<file path="src/lfu_pkg.sv">
// shared types and constants for the lfu cache with lru tie break
// no dependencies
`timescale 1ns / 1ps
package lfu_pkg;
   localparam int IDX_W     = 10;  // covers up to 1024 entries
   localparam int KEY_W     = 32;
   localparam int DATA_W    = 32;
   localparam int COUNT_W   = 32;
   localparam int STAMP_W   = 48;
   localparam int CAP_W     = 5;
   localparam int MAX_ENTRIES = 1024;
   localparam int CAP_RESET = 16;

   localparam logic [COUNT_W-1:0] COUNT_MAX = '1;

   // slot commands
   localparam logic [1:0] OP_NONE   = 2'd0;
   localparam logic [1:0] OP_TOUCH  = 2'd1;
   localparam logic [1:0] OP_UPDATE = 2'd2;
   localparam logic [1:0] OP_FILL   = 2'd3;

   // record passed from cell to cell during a scan
   typedef struct packed {
      logic               found;
      logic [IDX_W-1:0]   hit_idx;
      logic [DATA_W-1:0]  hit_data;
      logic               free_have;
      logic [IDX_W-1:0]   free_idx;
      logic               vic_have;
      logic [COUNT_W-1:0] vic_count;
      logic [STAMP_W-1:0] vic_stamp;
      logic [IDX_W-1:0]   vic_idx;
   } carry_type;

   // write command broadcast to all cells
   typedef struct packed {
      logic [1:0]         op;
      logic [IDX_W-1:0]   idx;
      logic [KEY_W-1:0]   key;
      logic [DATA_W-1:0]  data;
      logic [STAMP_W-1:0] stamp;
   } cmd_type;
endpackage

</file>
<file path="src/lfu_cell.sv">
// one cache slot: holds an entry and folds it into the scan record
// depends on lfu_pkg
`timescale 1ns / 1ps
module lfu_cell #(
   parameter int CELL_IDX = 0
) (
   input  logic                    clock,
   input  logic                    reset,
   input  logic [31:0]             key_i,
   input  lfu_pkg::carry_type      carry_i,
   output lfu_pkg::carry_type      carry_o,
   input  lfu_pkg::cmd_type        cmd_i
);
   import lfu_pkg::*;

   localparam logic [IDX_W-1:0] MY_IDX = IDX_W'(CELL_IDX);

   logic               valid_ff;
   logic [KEY_W-1:0]   key_ff;
   logic [DATA_W-1:0]  data_ff;
   logic [COUNT_W-1:0] count_ff;
   logic [STAMP_W-1:0] stamp_ff;
   carry_type          carry_ff, carry_in;
   logic               older;

   assign older = (count_ff < carry_i.vic_count) ||
                  ((count_ff == carry_i.vic_count) && (stamp_ff < carry_i.vic_stamp));

   always_comb begin
      carry_in = carry_i;
      if (valid_ff && !carry_i.found && key_ff == key_i) begin
         carry_in.found    = 1'b1;
         carry_in.hit_idx  = MY_IDX;
         carry_in.hit_data = data_ff;
      end
      if (!valid_ff && !carry_i.free_have) begin
         carry_in.free_have = 1'b1;
         carry_in.free_idx  = MY_IDX;
      end
      if (valid_ff && (!carry_i.vic_have || older)) begin
         carry_in.vic_have  = 1'b1;
         carry_in.vic_count = count_ff;
         carry_in.vic_stamp = stamp_ff;
         carry_in.vic_idx   = MY_IDX;
      end
   end

   always_ff @(posedge clock) begin
      carry_ff <= carry_in;
   end

   assign carry_o = carry_ff;

   always_ff @(posedge clock) begin
      if (reset) begin
         valid_ff <= 1'b0;
      end else if (cmd_i.idx == MY_IDX && cmd_i.op == OP_FILL) begin
         valid_ff <= 1'b1;
      end
   end

   always_ff @(posedge clock) begin
      if (cmd_i.idx == MY_IDX) begin
         case (cmd_i.op)
            OP_FILL: begin
               key_ff   <= cmd_i.key;
               data_ff  <= cmd_i.data;
               count_ff <= COUNT_W'(1);
               stamp_ff <= cmd_i.stamp;
            end
            OP_TOUCH, OP_UPDATE: begin
               if (cmd_i.op == OP_UPDATE) begin
                  data_ff <= cmd_i.data;
               end
               if (count_ff != COUNT_MAX) begin
                  count_ff <= count_ff + COUNT_W'(1);
               end
               stamp_ff <= cmd_i.stamp;
            end
            default: ;
         endcase
      end
   end
endmodule
</file>
<file path="config.mk">
export PLATFORM = sky130hd
export DESIGN_NAME = lfu_cell
export DESIGN_NICKNAME = d
export VERILOG_FILES = /design/src/lfu_pkg.sv /design/src/lfu_cell.sv
export SDC_FILE = /design/constraint.sdc
export NUM_CORES = 1
export LEC_CHECK = 0
export BUFFER_PORTS_ARGS = -buffer_cell sky130_fd_sc_hd__buf_2
export CAP_MARGIN = 20
export CELL_PAD_IN_SITES_DETAIL_PLACEMENT = 0
export CELL_PAD_IN_SITES_GLOBAL_PLACEMENT = 1
export CORE_UTILIZATION = 39
export DETAILED_ROUTE_END_ITERATION = 7
export HOLD_SLACK_MARGIN = 0.03
export PLACE_DENSITY_LB_ADDON = 0.1
export SYNTH_ARGS = -nofsm -noshare
export SYNTH_HDL_FRONTEND = slang
export SYNTH_SLANG_ARGS = --single-unit
</file>
<file path="constraint.sdc">
create_clock -name clock -period 4.9 [get_ports clock]
set_input_delay 0.98 -clock clock [delete_from_list [all_inputs] [get_ports clock]]
set_output_delay 0.98 -clock clock [all_outputs]
set_load 0.03 [all_outputs]
</file>
Word level (Yosys, flattened, before mapping)
Index checks and enable logic that the tools add are counted.
{ "word_totals": {"reg_bits": 290, "latchBits": 0, "ramBits": 0, "rom_bits": 0, "input_bits": 303, "output_inout_bits": 145, "word_cells": 51, "n_memories": 0} }
{ "classes": {"n_addsub": 1, "n_mul": 0, "n_div": 0, "order_cmp": 2, "n_eq_ne": 8, "shift": 0, "n_mux": 6, "bitwise": 0, "reduce_logical": 20} }
{ "ops": {"columns": ["cell", "count"], "rows": [
  ["$pmux W32 S2", 2],
  ["$mux W32", 3],
  ["$mux W90", 1],
  ["$eq A32 B32 Y1", 2],
  ["$lt A48 B48 Y1", 1],
  ["$add A32 B1 Y32 const B", 1],
  ["$lt A32 B32 Y1", 1],
  ["$ne A32 B32 Y1 const B", 1],
  ["$logic_not A10 Y1", 1],
  ["$logic_and A1 B1 Y1", 6],
  ["$reduce_and A3 Y1", 2],
  ["$eq A2 B2 Y1 const B", 2],
  ["$logic_not A1 Y1", 4],
  ["$ne A2 B2 Y1 const B", 2],
  ["$reduce_and A2 Y1", 2],
  ["$reduce_or A3 Y1", 1],
  ["$eq A2 B1 Y1 const B", 1],
  ["$logic_or A1 B1 Y1", 2],
  ["$reduce_bool A2 Y1", 1],
  ["$reduce_or A2 Y1", 1]
]} }

Logic depth before layout (Yosys ltp)
Gate-level depths: netlist of run 1.
{ "logic_depth": {"ltp_word": 6, "ltp_mapped": 10, "mapped_depth_nobuf": 9} }

Least setup slack after synthesis of run 1
OpenSTA, ideal clock, no wires.
{ "synth_timing": {"path_kind": "input port to flip-flop", "startpoint": "input port cmd_i[122] (netlist bit)", "endpoint": "register count_ff[0] (enable)", "setup_time_ps": 470, "arrival_ps": 4005, "t_required_ps": 4430, "slack_ps": 425, "path_stages": 5, "cell_sequence": "inv_1 > ha_1 > clkbuf_1 > clkbuf_1 > a211oi_1"} }
{ "synth_via": {"elab_chain_len": 4, "word_cells_on_any_way": 7, "cone_classes": "4 x eq/ne; 3 x reduce/logical"} }
{ "synth_lines": {"columns": ["item", "line_no", "rtl"], "rows": [
  ["start, declared", "lfu_cell.sv:12", "input lfu_pkg::cmd_type cmd_i"],
  ["$eq A2 B2 Y1 / $eq A2 B1 Y1 (equally long branches)", "lfu_cell.sv:64", "case (cmd_i.op)"],
  ["$reduce_or A2 Y1", "lfu_cell.sv:64", null],
  ["$ne A2 B2 Y1 (no line) / $reduce_bool A2 Y1 (equally long branches)", null, null],
  ["$reduce_and A3 Y1 (no line) (*)", null, null],
  ["end signal, assigned", "lfu_cell.sv:76", "count_ff <= count_ff + COUNT_W'(1);"],
  ["end, declared", "lfu_cell.sv:21", "logic [COUNT_W-1:0] count_ff;"]
]} }
Every way passes the cells marked *; elsewhere a longest branch is shown, timed or not.
A chain may end at the register's enable or synchronous reset.

==> impl_metrics.tcl, run 1 <==
set metrics [dict create \
    clk_latency_ns 0.51 \
    slowest_stage "nor4_1" \
    grt_pass1_wl_um 46900 \
    grt_overflow 0 \
    setup_viol 0 \
    cts-root-buf "clkbuf_16" \
    fin_nets 1773 \
    detail_route.vias_per_cell 4.67 \
    antenna_found_initial 15 \
    post_cts_resized 0 \
    tns_ns 0 \
    grt_max_degree 68 \
    syn_to_final_growth_pct 32.0 \
    io_buffers 447 \
    cts.sinks 290 \
    drtAntennaViolNets 0 \
    drt_wl_total_um 32200 \
    die_h_um 178 \
    synth.most_common_cell "dfxtp_1" \
    finalCritPeriodShare_pct 69.1 \
    numCtsBuffers 34 \
    use_met3_pct 7.44 \
    drive_gt1_share_pct 38.9 \
    hold_buffers 0 \
    hold_viol 0 \
    synth_common_cells "dfxtp_1 (146), edfxtp_1 (144), inv_1 (86), ha_1 (83), mux2_1 (78)" \
    critical_path_required_ns 5.29 \
    synth_nets 1301 \
    ys_top_cells_by_area "edfxtp_1 (36%), dfxtp_1 (24%), ha_1 (8.6%)" \
    fin_area_um2 16000 \
    hold_path.class "reg -> reg" \
    yosysWarnings 0 \
    nFillCells 2783 \
    start_kind "primary input" \
    path_clk_slew_ns 0.06 \
    met2_usage_pct 31.6 \
    gp_congestion 0.784 \
    fin_skew_ns 0.0134 \
    period_needed_ns 3.39 \
    end_kind "register" \
    maxCapViolCount 0 \
    ys_ff_latch 290 \
    path_delay_family "simple AND/OR/NAND/NOR gates" \
    crit_buf_inv 3 \
    dr.pass1.iters 4 \
    yosysUniqueCellTypes 51 \
    p_per_area_nw_per_um2 352 \
    grt_setup_unrepaired "false" \
    fin_util_pct 52.2 \
    crit_arrival_ns 3.77 \
    drtIter0Drc 389 \
    num_rows 64 \
    synthCells 915 \
    worst_slew_pin_slew_ns 0.734 \
    hpwl_um 24800 \
    critPathMaxStageDelay_ns 0.71 \
    coreArea_um2 30600 \
    finalNonFillerCells 1820 \
    cts_buffer_depth 3 \
    place_area_um2 14800 \
    drv_slew 0 \
    postSynth.asyncResetShare_pct 0 \
    crit_type "in -> reg" \
    grt-busiest-layer "met2" \
    synth_top_area_share_pct 35.7 \
    dominantRegCellSynth "dfxtp_1" \
    cp_max_fo 67 \
    synth_edf_count 144 \
    die_x_um 178 \
    avgSynthCellArea_um2 13.2 \
    status "finished, final reports clean" \
    crit_chain "buf_2 > inv_1 > ha_1 > nand4_1 > nor4_1 > o2111ai_1 > a311oi_1 > a21oi_4 > buf_12 > mux2_1" \
    use_met1_pct 24.4 \
    initial_utilization_pct 39.6 \
    wl_per_cell_um 17.7 \
    relSlewSlack_pct 50.9 \
    ir_worst_vdd_uv 248 \
    dp_cells 1746 \
    grt.total_usage_pct 19.6 \
    ys_seq_area_share_pct 59.9 \
    p_leak_nw 7.14 \
    whs_ns 0.465 \
    drc 0 \
    netlist_area_um2 12100 \
    yosysTopAreaCell "edfxtp_1" \
    grt_pass1_vias 8301 \
    vias 8495 \
    htreeDepth 2 \
    max_freq_mhz 295 \
    cts_setup_buffers 0 \
    cts_tree "done" \
    ioPinCount 448 \
    die_area_um2 31700 \
]
## metal layers
metal  wire [µm]  vias to the layer above
met5          82                        -
met2       15500                      275
met4         538                       14
met1       13300                     3935
li1            -                     4220
met3        2850                       51
## state kept, by name (all words and copies together) (netlist names)
register / cells
data_ff: 32
count_ff: 32
stamp_ff: 48
valid_ff: 1
carry_o: 145
key_ff: 32
## report_power, final
part	leakage [nW]	switching, W	internal, W
registers	2.53	0.0000156	0.00261
logic	4.08	0.000282	0.000212
clock network	0.538	0.000994	0.00151
## layout by cell type, fill, tap and decap left out, drive strengths merged, types with 3 or more instances in the layout
cell	netlist	final
and2	36	36
o21ai	14	14
ha	83	83
clkinv	0	7
xor2	30	30
diode	0	11
nand2	32	32
nor2	16	16
dfxtp	146	146
mux2i	3	3
edfxtp	144	144
mux2	110	110
clkbuf	7	49
buf	12	455
or3	8	8
a21oi	31	31
nand4	20	20
and3	5	5
bufinv	0	3
nor2b	22	22
nand3	20	20
and4	5	5
a21boi	10	10
nor4	13	13
nor3	6	6
xnor2	25	25
inv	86	88
a21o	6	6
a211oi	4	4
## final timing paths
path,end,slack [ns],start,depth (start not counted)
hold reg to reg,carry_o[118],0.46,data_ff[16],1
hold / removal,carry_o[118],0.46,data_ff[16],1
setup / recovery,carry_o[27],1.51,carry_i[88],10
setup reg to reg,carry_o[27],1.61,count_ff[30],8
## cell families after synthesis
| group | Yosys count | share of synthesized area (%) |
|---|---|---|
| buffers and inverters | 105 | 3.79 |
| AOI/OAI and AO/OA | 79 | 4.28 |
| xor gates and xnor gates | 55 | 3.98 |
| DFF | 290 | 59.9 |
| muxes | 113 | 10.5 |
| adders and majority gates | 83 | 8.58 |
| and+or+nand+nor | 190 | 8.99 |
## final cells by class
cell class	instances	area, µm²	share of cell area (%)
inverters	86	323	2.02
diodes	11	27.5	0.172
flip-flops and latches	290	7250	45.4
multi-input cells	520	4430	27.7
well taps	396	495	3.10
repair buffers	455	2340	14.7
clock inverters	13	159	0.995
clock buffers	49	947	5.93
## per-stage QoR
step	total power, W	setup slack (ns)
after detailed placement	0.00317	1.06
final	0.00562	1.51
after global routing	0.00583	1.40
after global placement	0.00316	1.12
after CTS	0.00569	1.58
after floorplan	0.00293	0.425
No activity file was read; power rests on OpenSTA's default activity.
==> run 2, diff against run 1 <==
==> constraint.sdc (replaced) <==
create_clock -name clock -period 3.2 [get_ports clock]
set_input_delay 0.64 -clock clock [delete_from_list [all_inputs] [get_ports clock]]
set_output_delay 0.64 -clock clock [all_outputs]
set_load 0.03 [all_outputs]
==> run 2 against run 1 <==
Compared with the run above:
- design area is 1.4% higher
- sequential share of layout area is 0.61 points lower
- global-route usage is 0.083 points lower
- combinational power is 52% higher
- register-to-register slack worse by 1.3 ns
- critical endpoint is now carry_o[24]
- utilization is 0.71 points higher
- die area stayed put
==> impl_metrics.tcl, run 2 (synthesis gave the netlist of run 1 again) <==
set metrics [dict create \
    p_per_area_nw_per_um2 540 \
    cts_buffer_depth 3 \
    syn_to_final_growth_pct 33.8 \
    drtAntennaViolNets 0 \
    worst_slew_pin_slew_ns 0.933 \
    place_area_um2 15000 \
    crit_arrival_ns 3.25 \
    power.total_w 0.00874 \
    grt_pass1_vias 8298 \
    end_kind "register" \
    drc 0 \
    ioPinCount 448 \
    path_clk_slew_ns 0.06 \
    layout_common_cells "buf_2 (447), dfxtp_1 (146), edfxtp_1 (144)" \
    drt_wl_total_um 31800 \
    die_area_um2 31700 \
    cts-root-buf "clkbuf_16" \
    coreArea_um2 30600 \
    fin_area_um2 16200 \
    critical_path_required_ns 3.58 \
    gp_congestion 0.808 \
    numCtsBuffers 34 \
    start_kind "register" \
    slowest_stage "edfxtp_1" \
    period_needed_ns 2.87 \
    cts_tree "done" \
    wl_per_cell_um 17.4 \
    setup_viol 0 \
    status "finished, final reports clean" \
    final_common_cell "buf_2" \
    whs_ns 0.314 \
    drive_gt1_share_pct 39.8 \
    io_buffers 447 \
    tns_ns 0 \
    die_h_um 178 \
    max_freq_mhz 349 \
    post_cts_resized 0 \
    crit_buf_inv 2 \
    fin_skew_ns 0.0175 \
    relSlewSlack_pct 37.6 \
    initial_utilization_pct 39.6 \
    htreeDepth 2 \
    maxCapViolCount 0 \
    crit_type "reg -> reg" \
    hold_viol 0 \
    cp_max_fo 41 \
    dr.pass1.iters 4 \
    grt_pass1_wl_um 46700 \
    hold_path.class "in -> reg" \
    cts_setup_buffers 0 \
    grt_setup_unrepaired "false" \
    vias 8394 \
    p_leak_nw 7.27 \
    hold_buffers 0 \
    ir_worst_vdd_uv 392 \
    grt_overflow 0 \
    clk_latency_ns 0.50 \
    fin_nets 1791 \
    die_x_um 178 \
    drtIter0Drc 254 \
    nFillCells 2770 \
    grt_max_degree 49 \
    drv_slew 0 \
    num_rows 64 \
    crit_chain "ha_1 > nand4_1 > nor2_1 > nand4_1 > nor2_1 > a21oi_1 > buf_4 > a21oi_4 > buf_12 > mux2_1" \
    antenna_found_initial 12 \
    largest_register_ffs 145 \
    cts.sinks 290 \
    finalCritPeriodShare_pct 89.6 \
    hpwl_um 25000 \
    critPathMaxStageDelay_ns 0.40 \
    grt.total_usage_pct 19.5 \
    path_delay_family "simple AND/OR/NAND/NOR gates" \
    detail_route.vias_per_cell 4.58 \
]
[run 2: where the power goes]
part	internal [W]	switching, W	total [W]	leakage (nW)
Sequential	0.00399	0.0000241	0.00402	2.53
Clock	0.00250	0.00148	0.00398	0.570
Combinational	0.000321	0.000433	0.000754	4.17
Total	0.00681	0.00194	0.00874	7.27
[run 2: area by class of cell]
cell class / instances / area (µm²) / share of cell area, %
Clock inverter: 11 / 156 / 0.966
Timing Repair Buffer: 473 / 2520 / 15.6
Multi-Input combinational cell: 520 / 4430 / 27.4
Tap cell: 396 / 495 / 3.06
Clock buffer: 50 / 1000 / 6.20
Sequential cell: 290 / 7250 / 44.8
Antenna cell: 5 / 12.5 / 0.0773
Inverter: 86 / 323 / 1.99
[run 2: worst paths after layout]
kind	from	endpoint	slack, ns	cells after the start
worst max-delay path	stamp_ff[47]	carry_o[24]	0.33	10
worst min-delay path	cmd_i[13]	stamp_ff[13]	0.31	1
worst max register to register	stamp_ff[47]	carry_o[24]	0.33	10
worst min register to register	data_ff[29]	carry_o[131]	0.47	1
[run 2: worst reg2reg max path, delay by kind of cell, from the launching register on]
kind | cells | cell delay [ns]
multiplexers | 1 | 0.42
AND/OR/NAND/NOR | 4 | 0.86
buffers and inverters | 2 | 0.44
adder cells (fa/ha/maj) | 1 | 0.33
flip-flops | 1 | 0.40
AO/OA/AOI/OAI | 2 | 0.32
[run 2: metal layers]
metal	vias up	track usage [%]	part of all wire, %
li1	4243	-	-
met1	3798	24.4	42
met2	277	31.8	47
met3	62	6.59	8.7
met4	14	5.98	2.4
met5	-	0	0.26
[run 2: per-stage QoR]
stage	std cells	setup slack (ns)	util [%]
finish	1831	0.333	52.9
global route	1827	0.117	52.9
CTS	1826	0.283	52.9
detailed placement	1765	-0.0525	49.1
global placement	1765	-0.0712	49.1
floorplan	915	0.164	-
